[config.mk]
export PLATFORM = sky130hd
export DESIGN_NAME = info_frame_receiver
export DESIGN_NICKNAME = d
export VERILOG_FILES = /design/src/rtl/core/ifr_pkg.sv /design/src/rtl/core/info_frame_receiver.sv /design/src/rtl/core/ifr_cfg_regs.sv /design/src/rtl/core/ifr_parser.sv /design/src/rtl/core/ifr_out_queue.sv
export SDC_FILE = /design/constraint.sdc
export NUM_CORES = 1
export LEC_CHECK = 0
export BUFFER_PORTS_ARGS = -buffer_cell sky130_fd_sc_hd__buf_4
export CAP_MARGIN = 20
export CORE_MARGIN = 8
export CORE_UTILIZATION = 35
export CTS_CLUSTER_DIAMETER = 40
export CTS_CLUSTER_SIZE = 25
export DETAILED_ROUTE_END_ITERATION = 6
export GPL_ROUTABILITY_DRIVEN = 0
export PLACE_DENSITY = 0.58
export SYNTH_ARGS = -nofsm -noshare
export SYNTH_HDL_FRONTEND = slang
export SYNTH_SLANG_ARGS = --single-unit
[constraint.sdc]
create_clock -name i_clk -period 4.15 [get_ports i_clk]
set_input_delay 0.83 -clock i_clk [delete_from_list [all_inputs] [get_ports i_clk]]
set_output_delay 0.83 -clock i_clk [all_outputs]
set_load 0.03 [all_outputs]
[src/rtl/core/ifr_pkg.sv]
`default_nettype none
package ifr_pkg;

    // Configuration register indexes (byte address = 4 * index)
    localparam logic [2:0] REG_FLAG      = 3'd0;
    localparam logic [2:0] REG_ESCAPE    = 3'd1;
    localparam logic [2:0] REG_ADDRESS   = 3'd2;
    localparam logic [2:0] REG_SEQ_ZERO  = 3'd3;
    localparam logic [2:0] REG_SEQ_MASK  = 3'd4;
    localparam logic [2:0] REG_START     = 3'd5;
    localparam logic [2:0] REG_END       = 3'd6;
    localparam logic [2:0] REG_INFO      = 3'd7;

    localparam int unsigned PADDR_W = 5;
    localparam int unsigned PDATA_W = 32;

    // Register reset values
    localparam logic [7:0] RST_FLAG     = 8'h7E;
    localparam logic [7:0] RST_ESCAPE   = 8'h7D;
    localparam logic [7:0] RST_ADDRESS  = 8'h03;
    localparam logic [7:0] RST_SEQ_ZERO = 8'h00;
    localparam logic [7:0] RST_SEQ_MASK = 8'h40;
    localparam logic [7:0] RST_START    = 8'h02;
    localparam logic [7:0] RST_END      = 8'h03;
    localparam logic [7:0] RST_INFO     = 8'h01;

    // Byte stuffing transform
    localparam logic [7:0] STUFF_XOR = 8'h20;

    // Frame status codes
    localparam logic [1:0] STATUS_NEW   = 2'd0;
    localparam logic [1:0] STATUS_DUP   = 2'd1;
    localparam logic [1:0] STATUS_ERROR = 2'd2;

    // Packet kind codes
    localparam logic [1:0] KIND_START = 2'd0;
    localparam logic [1:0] KIND_END   = 2'd1;
    localparam logic [1:0] KIND_INFO  = 2'd2;

    // Result queue
    localparam int unsigned QDEPTH = 4;
    localparam int unsigned QPTR_W = $clog2(QDEPTH);
    localparam int unsigned QCNT_W = $clog2(QDEPTH + 1);

    typedef struct packed {
        logic [7:0] flag_byte;
        logic [7:0] escape_byte;
        logic [7:0] address_byte;
        logic [7:0] seq_zero_control;
        logic [7:0] seq_toggle_mask;
        logic [7:0] start_type;
        logic [7:0] end_type;
        logic [7:0] info_type;
    } t_cfg;

    typedef struct packed {
        logic [7:0] out_byte;
        logic       data_valid;
        logic       frame_done;
        logic [1:0] frame_status;
        logic [1:0] packet_kind;
        logic       reply_reject;
        logic       reply_number;
        logic       last;
    } t_result;

endpackage
`default_nettype wire

[src/rtl/core/info_frame_receiver.sv]
// Path: an accepted byte is held in the input register, parsed combinationally and
//   written into the result queue, whose head entry drives the outputs.
// Throughput: one byte per cycle while the queue has room for two results; a lone
//   escape gives two results, and the four-entry result queue absorbs the burst.
// Reset: synchronous active-low i_rst_n clears parse state, queue and config
//   registers (to their default values); no clearing pass is needed.
`default_nettype none
module info_frame_receiver
    import ifr_pkg::*;
(
    input  wire logic               i_clk,
    input  wire logic               i_rst_n,
    input  wire logic               psel,
    input  wire logic               penable,
    input  wire logic               pwrite,
    input  wire logic [PADDR_W-1:0] paddr,
    input  wire logic [PDATA_W-1:0] pwdata,
    output logic      [PDATA_W-1:0] prdata,
    output logic                    pready,
    input  wire logic               i_rx_valid,
    output logic                    o_rx_ready,
    input  wire logic [7:0]         i_rx_byte,
    output logic                    o_res_valid,
    input  wire logic               i_res_ready,
    output logic [7:0]              o_out_byte,
    output logic                    o_data_valid,
    output logic                    o_frame_done,
    output logic [1:0]              o_frame_status,
    output logic [1:0]              o_packet_kind,
    output logic                    o_reply_reject,
    output logic                    o_reply_number,
    output logic                    o_last
);

    t_cfg       cfg;
    logic       r_in_valid;
    logic [7:0] r_in_byte;
    logic       room;
    logic       fire;
    t_result    res0, res1, res_out;
    logic [1:0] res_cnt;

    ifr_cfg_regs u_cfg (
        .i_clk   (i_clk),
        .i_rst_n (i_rst_n),
        .psel    (psel),
        .penable (penable),
        .pwrite  (pwrite),
        .paddr   (paddr),
        .pwdata  (pwdata),
        .prdata  (prdata),
        .pready  (pready),
        .o_cfg   (cfg)
    );

    // Input register: moves on when the queue has room for two results
    assign fire       = r_in_valid & room;
    assign o_rx_ready = ~r_in_valid | room;

    always_ff @(posedge i_clk) begin
        if (!i_rst_n) begin
            r_in_valid <= 1'b0;
        end else if (o_rx_ready) begin
            r_in_valid <= i_rx_valid;
        end
    end

    always_ff @(posedge i_clk) begin
        if (o_rx_ready && i_rx_valid) r_in_byte <= i_rx_byte;
    end

    ifr_parser u_parser (
        .i_clk   (i_clk),
        .i_rst_n (i_rst_n),
        .i_cfg   (cfg),
        .i_fire  (fire),
        .i_byte  (r_in_byte),
        .o_res0  (res0),
        .o_res1  (res1),
        .o_count (res_cnt)
    );

    ifr_out_queue u_queue (
        .i_clk   (i_clk),
        .i_rst_n (i_rst_n),
        .i_res0  (res0),
        .i_res1  (res1),
        .i_count (res_cnt),
        .o_room  (room),
        .o_valid (o_res_valid),
        .i_ready (i_res_ready),
        .o_res   (res_out)
    );

    assign o_out_byte     = res_out.out_byte;
    assign o_data_valid   = res_out.data_valid;
    assign o_frame_done   = res_out.frame_done;
    assign o_frame_status = res_out.frame_status;
    assign o_packet_kind  = res_out.packet_kind;
    assign o_reply_reject = res_out.reply_reject;
    assign o_reply_number = res_out.reply_number;
    assign o_last         = res_out.last;

endmodule
`default_nettype wire

[src/rtl/core/ifr_cfg_regs.sv]
`default_nettype none
module ifr_cfg_regs
    import ifr_pkg::*;
(
    input  wire logic               i_clk,
    input  wire logic               i_rst_n,
    input  wire logic               psel,
    input  wire logic               penable,
    input  wire logic               pwrite,
    input  wire logic [PADDR_W-1:0] paddr,
    input  wire logic [PDATA_W-1:0] pwdata,
    output logic      [PDATA_W-1:0] prdata,
    output logic                    pready,
    output t_cfg                    o_cfg
);

    t_cfg       r_cfg;
    logic       wr_en;
    logic [2:0] reg_idx;
    logic [7:0] wr_val;
    logic [7:0] rd_val;

    assign wr_en   = psel & penable & pwrite;
    assign reg_idx = paddr[PADDR_W-1:2];
    assign wr_val  = pwdata[7:0];
    assign pready  = 1'b1;

    // Register writes
    always_ff @(posedge i_clk) begin
        if (!i_rst_n) begin
            r_cfg.flag_byte        <= RST_FLAG;
            r_cfg.escape_byte      <= RST_ESCAPE;
            r_cfg.address_byte     <= RST_ADDRESS;
            r_cfg.seq_zero_control <= RST_SEQ_ZERO;
            r_cfg.seq_toggle_mask  <= RST_SEQ_MASK;
            r_cfg.start_type       <= RST_START;
            r_cfg.end_type         <= RST_END;
            r_cfg.info_type        <= RST_INFO;
        end else if (wr_en) begin
            case (reg_idx)
                REG_FLAG:     r_cfg.flag_byte        <= wr_val;
                REG_ESCAPE:   r_cfg.escape_byte      <= wr_val;
                REG_ADDRESS:  r_cfg.address_byte     <= wr_val;
                REG_SEQ_ZERO: r_cfg.seq_zero_control <= wr_val;
                REG_SEQ_MASK: r_cfg.seq_toggle_mask  <= wr_val;
                REG_START:    r_cfg.start_type       <= wr_val;
                REG_END:      r_cfg.end_type         <= wr_val;
                REG_INFO:     r_cfg.info_type        <= wr_val;
                default: ;
            endcase
        end
    end

    // Read mux
    always_comb begin
        case (reg_idx)
            REG_FLAG:     rd_val = r_cfg.flag_byte;
            REG_ESCAPE:   rd_val = r_cfg.escape_byte;
            REG_ADDRESS:  rd_val = r_cfg.address_byte;
            REG_SEQ_ZERO: rd_val = r_cfg.seq_zero_control;
            REG_SEQ_MASK: rd_val = r_cfg.seq_toggle_mask;
            REG_START:    rd_val = r_cfg.start_type;
            REG_END:      rd_val = r_cfg.end_type;
            REG_INFO:     rd_val = r_cfg.info_type;
            default:      rd_val = 8'h00;
        endcase
    end

    assign prdata = {{(PDATA_W-8){1'b0}}, rd_val};
    assign o_cfg  = r_cfg;

endmodule
`default_nettype wire

[src/rtl/core/ifr_parser.sv]
`default_nettype none
module ifr_parser
    import ifr_pkg::*;
(
    input  wire logic       i_clk,
    input  wire logic       i_rst_n,
    input  wire t_cfg       i_cfg,
    input  wire logic       i_fire,
    input  wire logic [7:0] i_byte,
    output t_result         o_res0,
    output t_result         o_res1,
    output logic [1:0]      o_count
);

    localparam logic [2:0] PH_IDLE    = 3'd0;
    localparam logic [2:0] PH_FLAG    = 3'd1;
    localparam logic [2:0] PH_ADDR    = 3'd2;
    localparam logic [2:0] PH_CTRL    = 3'd3;
    localparam logic [2:0] PH_HDR_OK  = 3'd4;
    localparam logic [2:0] PH_PAYLOAD = 3'd5;

    logic [2:0] r_phase,  n_phase;
    logic       r_exp,    n_exp;
    logic       r_dup,    n_dup;
    logic       r_rej,    n_rej;
    logic       r_esc,    n_esc;
    logic [7:0] r_check,  n_check;
    logic [1:0] r_kind,   n_kind;

    logic [7:0] ctl_exp;
    logic [7:0] ctl_prev;
    logic [7:0] ctl_hdr;
    logic       is_flag;
    logic       is_type;
    t_result    res0, res1;
    logic [1:0] cnt;

    assign ctl_exp  = i_cfg.seq_zero_control ^ (r_exp ? i_cfg.seq_toggle_mask : 8'h00);
    assign ctl_prev = i_cfg.seq_zero_control ^ (r_exp ? 8'h00 : i_cfg.seq_toggle_mask);
    assign ctl_hdr  = i_cfg.address_byte ^ (r_dup ? ctl_prev : ctl_exp);
    assign is_flag  = (i_byte == i_cfg.flag_byte);
    assign is_type  = (i_byte == i_cfg.start_type) || (i_byte == i_cfg.end_type)
                   || (i_byte == i_cfg.info_type);

    // Next state and results for one byte
    always_comb begin
        n_phase = r_phase;
        n_exp   = r_exp;
        n_dup   = r_dup;
        n_rej   = r_rej;
        n_esc   = r_esc;
        n_check = r_check;
        n_kind  = r_kind;
        res0    = '0;
        res1    = '0;
        cnt     = 2'd0;

        case (r_phase)
            PH_FLAG: begin
                if (i_byte == i_cfg.address_byte) begin
                    n_phase = PH_ADDR;
                    n_dup   = 1'b0;
                end else if (!is_flag) begin
                    n_phase = PH_IDLE;
                end
            end
            PH_ADDR: begin
                if (i_byte == ctl_exp) begin
                    n_dup   = 1'b0;
                    n_phase = PH_CTRL;
                end else if (i_byte == ctl_prev) begin
                    n_dup   = 1'b1;
                    n_phase = PH_CTRL;
                end else begin
                    n_phase = PH_IDLE;
                end
            end
            PH_CTRL: begin
                if (i_byte == ctl_hdr) n_phase = PH_HDR_OK;
                else if (is_flag)      n_phase = PH_FLAG;
                else                   n_phase = PH_IDLE;
            end
            PH_HDR_OK: begin
                if (is_type) begin
                    if (i_byte == i_cfg.start_type)    n_kind = KIND_START;
                    else if (i_byte == i_cfg.end_type) n_kind = KIND_END;
                    else                               n_kind = KIND_INFO;
                    n_check          = i_byte;
                    n_esc            = 1'b0;
                    n_phase          = PH_PAYLOAD;
                    res0.out_byte    = i_byte;
                    res0.data_valid  = 1'b1;
                    cnt              = 2'd1;
                end else if (is_flag) begin
                    n_phase = PH_FLAG;
                end else begin
                    n_phase = PH_IDLE;
                end
            end
            PH_PAYLOAD: begin
                if (r_esc) begin
                    // byte after an escape: stuffed flag, stuffed escape or lone escape
                    n_esc           = 1'b0;
                    res0.data_valid = 1'b1;
                    cnt             = 2'd1;
                    if (i_byte == (i_cfg.flag_byte ^ STUFF_XOR)) begin
                        n_check       = r_check ^ i_cfg.flag_byte;
                        res0.out_byte = i_cfg.flag_byte;
                    end else if (i_byte == (i_cfg.escape_byte ^ STUFF_XOR)) begin
                        n_check       = r_check ^ i_cfg.escape_byte;
                        res0.out_byte = i_cfg.escape_byte;
                    end else begin
                        n_check         = r_check ^ i_cfg.escape_byte ^ i_byte;
                        res0.out_byte   = i_cfg.escape_byte;
                        res1.out_byte   = i_byte;
                        res1.data_valid = 1'b1;
                        cnt             = 2'd2;
                    end
                end else if (is_flag) begin
                    // closing flag
                    res0.frame_done = 1'b1;
                    cnt             = 2'd1;
                    n_phase         = PH_IDLE;
                    if (r_check == 8'h00) begin
                        n_rej = 1'b0;
                        if (r_dup && !r_rej) begin
                            res0.frame_status = STATUS_DUP;
                        end else begin
                            n_dup             = 1'b0;
                            n_exp             = ~r_exp;
                            res0.frame_status = STATUS_NEW;
                        end
                    end else begin
                        n_rej             = 1'b1;
                        res0.frame_status = STATUS_ERROR;
                        res0.reply_reject = 1'b1;
                    end
                    res0.reply_number = n_exp;
                end else if (i_byte == i_cfg.escape_byte) begin
                    n_esc = 1'b1;
                end else begin
                    n_check         = r_check ^ i_byte;
                    res0.out_byte   = i_byte;
                    res0.data_valid = 1'b1;
                    cnt             = 2'd1;
                end
            end
            default: begin
                n_phase = is_flag ? PH_FLAG : PH_IDLE;
            end
        endcase

        res0.packet_kind = n_kind;
        res1.packet_kind = n_kind;
        res0.last        = (cnt == 2'd1);
        res1.last        = (cnt == 2'd2);
    end

    // Parse state
    always_ff @(posedge i_clk) begin
        if (!i_rst_n) begin
            r_phase <= PH_IDLE;
            r_exp   <= 1'b0;
            r_dup   <= 1'b0;
            r_rej   <= 1'b0;
            r_esc   <= 1'b0;
            r_check <= 8'h00;
            r_kind  <= KIND_START;
        end else if (i_fire) begin
            r_phase <= n_phase;
            r_exp   <= n_exp;
            r_dup   <= n_dup;
            r_rej   <= n_rej;
            r_esc   <= n_esc;
            r_check <= n_check;
            r_kind  <= n_kind;
        end
    end

    assign o_res0  = res0;
    assign o_res1  = res1;
    assign o_count = i_fire ? cnt : 2'd0;

endmodule
`default_nettype wire

[src/rtl/core/ifr_out_queue.sv]
`default_nettype none
module ifr_out_queue
    import ifr_pkg::*;
(
    input  wire logic       i_clk,
    input  wire logic       i_rst_n,
    input  wire t_result    i_res0,
    input  wire t_result    i_res1,
    input  wire logic [1:0] i_count,
    output logic            o_room,
    output logic            o_valid,
    input  wire logic       i_ready,
    output t_result         o_res
);

    t_result           r_mem [QDEPTH];
    logic [QPTR_W-1:0] r_wr, r_rd;
    logic [QCNT_W-1:0] r_cnt, n_cnt;
    logic              pop;
    logic [QPTR_W-1:0] wr_next;

    assign pop     = o_valid & i_ready;
    assign wr_next = r_wr + QPTR_W'(1);
    assign o_valid = (r_cnt != '0);
    assign o_room  = (r_cnt <= QCNT_W'(QDEPTH - 2));
    assign o_res   = r_mem[r_rd];

    // Entry storage
    always_ff @(posedge i_clk) begin
        if (i_count != 2'd0) r_mem[r_wr]    <= i_res0;
        if (i_count == 2'd2) r_mem[wr_next] <= i_res1;
    end

    always_comb begin
        n_cnt = r_cnt + QCNT_W'(i_count) - QCNT_W'(pop);
    end

    // Pointers and fill count
    always_ff @(posedge i_clk) begin
        if (!i_rst_n) begin
            r_wr  <= '0;
            r_rd  <= '0;
            r_cnt <= '0;
        end else begin
            r_wr  <= r_wr + QPTR_W'(i_count);
            if (pop) r_rd <= r_rd + QPTR_W'(1);
            r_cnt <= n_cnt;
        end
    end

endmodule
`default_nettype wire
==> flow_summary.yaml <==
worst_setup_path:
  cp_max_fo: 12
  crit_arrival_ns: 3.60
  criticalPathCategory: "reg2reg"
  cpPeakStageDelay_ns: 0.62
  rr_worst_depth: 8
  cp_cell_sequence: "buf_4 > xor2_1 > nor4_1 > nand2_1 > a31oi_4 > o21a_1 > a21oi_1 > inv_1"
  startpoint_type: "flop"
  crit_path_start: "r_in_byte[1]"
  required_ns: 4.22
  r2r-end: "u_queue.r_mem[1][9]"
  rrSetupSlack_ns: 0.62
  worst-path-buf-inv: 2
  slowest_stage: "edfxtp_1"
  end_kind: "flop"
  timing.rr.start: "r_in_byte[1]"
  crit_family: "simple AND/OR/NAND/NOR gates"
route:
  drt_pass1_iterations: 5
  drc: 0
  wl_per_cell_um: 19.58
  ant_nets: 0
  drt_wl_total_um: 29700
  vias_per_cell: 5.480
  dr.first_iter.drc_count: 809
  routed-via-count: 8313
worst_hold_path:
  hold_end: "u_queue.r_mem[3][6]"
  worstHoldStart: "u_queue.r_mem[3][6]"
  hold_path.class: "reg2reg"
  whs_path_depth: 2
run_status:
  status: "complete, no violations"
placed_design:
  portBuffers: 52
  dp_hpwl_um: 21220
  pre_cts_slack_ns: 0.6241
final_layout:
  fin_nets: 1176
  nFillCells: 2887
  drive_above_1_share_pct: 14.39
  final_common_cell: "nor2_1"
  final_cell_mix: "114 x nor2_1, 107 x dfxtp_1, 105 x nand2_1, 88 x buf_4, 66 x mux2i_1"
  syn_to_final_growth_pct: 12.65
  antenna_cells: 0
  multiInputGateArea_mm2: 0.005542
  seq_area_mm2: 0.003824
timing:
  layout_setup_ws_ns: 0.6202
  min_period_ns: 3.530
  finClkSkew_ns: 0.01569
  fmax_mhz: 283.3
  rsz0062_at_grt: "false"
  slew-limit-headroom_pct: 31.93
  setup_tns_ns: 0
  max_slew.worst_pin.slew_ns: 1.015
  setup_viol: 0
  maxSlewViolCount: 0
  hold_viol: 0
  min_period_over_period_pct: 85.06
  whs_ns: 0.4720
clock_tree:
  clock_latency_ns: 0.44
  post-cts-setup-buffers: 0
  root_buffer: "clkbuf_16"
  cts_buffers: 17
  cts_tree: "done"
  cts.hold.buffers_added: 0
  clkTransAtPathRegs_ns: 0.07
  clock_sinks: 163
  h-tree-depth: 4
  cts_resized: 0
  clock_path_buffers: 2
floorplan:
  die_w_um: 184.9
  die_h_um: 184.9
  core_area_mm2: 0.02839
  rows: 62
  start_util_pct: 35.16
  dieArea_mm2: 0.03418
  pin_count: 104
power:
  switching_share_pct: 29.20
  combPwrFrac_pct: 17.1
  total_power_mw: 4.092
  ir_drop_v: 0.0002405
  clkPwrFrac_pct: 40.2
  p_switching_mw: 1.195
  power_density_mw_per_mm2: 363.9
  power_frac_seq_pct: 42.7
  p_int_mw: 2.897
  power_leakage_nw: 4.055
job:
  cap_violations: 0
global_route:
  first_global_vias: 8100
  grt_pass1_wl_um: 45640
  grt_max_degree: 60
  antenna_found_initial: 0
  grt.overflow.total: 0
  grt_usage_pct: 17.19
logic_synthesis:
  syn-mean-instance-area_um2: 9.043
  synth_cell_types: 79
  synthesis.instances: 1104
  synthFlopType: "dfxtp_1"
  yosysSeqAreaShare_pct: 38.30
  synth.cell_area_mm2: 0.009983
  ys_ff_latch: 163
  synth_edf_count: 56
  synth.yosys.warnings: 0
  synthArstFlopShare_pct: 0
worst max path at each step:
stage                                to  slack, ns  cells after the start
floorplan                     prdata[0]       0.76                      7
global route           u_queue.r_cnt[2]       0.33                     11
global placement       u_queue.r_cnt[2]       0.71                     11
detailed placement     u_queue.r_cnt[2]       0.62                     11
CTS                    u_queue.r_cnt[2]       0.62                     11
finish              u_queue.r_mem[1][9]       0.62                      8
state kept, by name, indices dropped and copies added, names as in the netlist, named ones only:
register,cells
u_parser.r_dup,1
u_parser.r_kind,2
u_queue.r_mem,64
u_queue.r_wr,2
u_parser.r_exp,1
r_in_byte,8
u_queue.r_cnt,3
u_parser.r_phase,3
r_in_valid,1
u_queue.r_rd,2
u_cfg.o_cfg,64
u_parser.r_esc,1
u_parser.r_rej,1
u_parser.r_check,8
logic make-up after synthesis:
logic type / after synthesis / share of synthesized area (%)
multiplexers: 89 / 11.24
buffers and inverters: 147 / 7.056
AND/OR/NAND/NOR: 380 / 18.20
XOR/XNOR: 90 / 9.475
other: 2 / 0.07523
flip-flops: 163 / 38.30
AO/OA/AOI/OAI: 229 / 15.08
adder cells (fa/ha/maj): 4 / 0.5766
worst reg2reg max path, delay by kind of cell (launching register included):
| family | cells | cell delay (ns) |
|---|---|---|
| and+or+nand+nor | 2 | 0.84 |
| AOI/OAI and AO/OA | 3 | 0.80 |
| DFF | 1 | 0.62 |
| buffers and inverters | 2 | 0.76 |
| xor gates and xnor gates | 1 | 0.15 |
cells in the mapped netlist, types with 9 or more instances:
cell type,instances,area share (%)
nor2_1,114,4.3
dfxtp_1,107,21
nand2_1,105,3.9
mux2i_1,66,6.6
edfxtp_1,56,17
a21oi_1,51,2.6
o21ai_0,51,2.6
clkbuf_1,47,1.8
xnor2_1,47,4.1
o22ai_1,45,2.8
nand3_1,38,1.9
inv_1,31,1.2
xor2_1,31,2.7
buf_4,27,2.0
nor3_1,25,1.3
buf_2,23,1.2
nand4_1,20,1.3
mux4_2,18,4.1
buf_1,15,0.56
o211ai_1,13,0.98
and2_1,12,0.75
nor4_1,9,0.56
power by group through the flow:
stage               logic, mW  clock network [mW]  registers, mW
global placement        0.696                   0           1.78
finish                  0.699                1.65           1.75
detailed placement      0.701                   0           1.78
global route            0.760                1.73           1.75
CTS                     0.703                1.66           1.75
floorplan               0.562                   0           1.74
layout make-up:
class	count	area share, %
clock buffer	19	4.039
clock inverter	13	1.291
inverter	32	1.068
multi-input combinational	817	49.28
sequential	163	34.00
tap	384	4.272
timing repair buffer	89	6.053
per-stage QoR:
step                area, um^2  std cells  utilization (%)
finish                   11250       1517            39.61
global placement         10630       1484            37.43
CTS                      11230       1516            39.54
floorplan                10070       1127                -
detailed placement       10630       1484            37.43
global route             11250       1517            39.61
routing by layer:
layer / GRT usage, % / part of all wire, % / up-vias
met5: 0 / 0 / -
met4: 5.794 / 2.0 / 0
met3: 3.393 / 6.3 / 35
met2: 27.65 / 46 / 289
met1: 22.79 / 46 / 4016
li1: - / - / 3973
No activity file was read; power rests on OpenSTA's default activity.
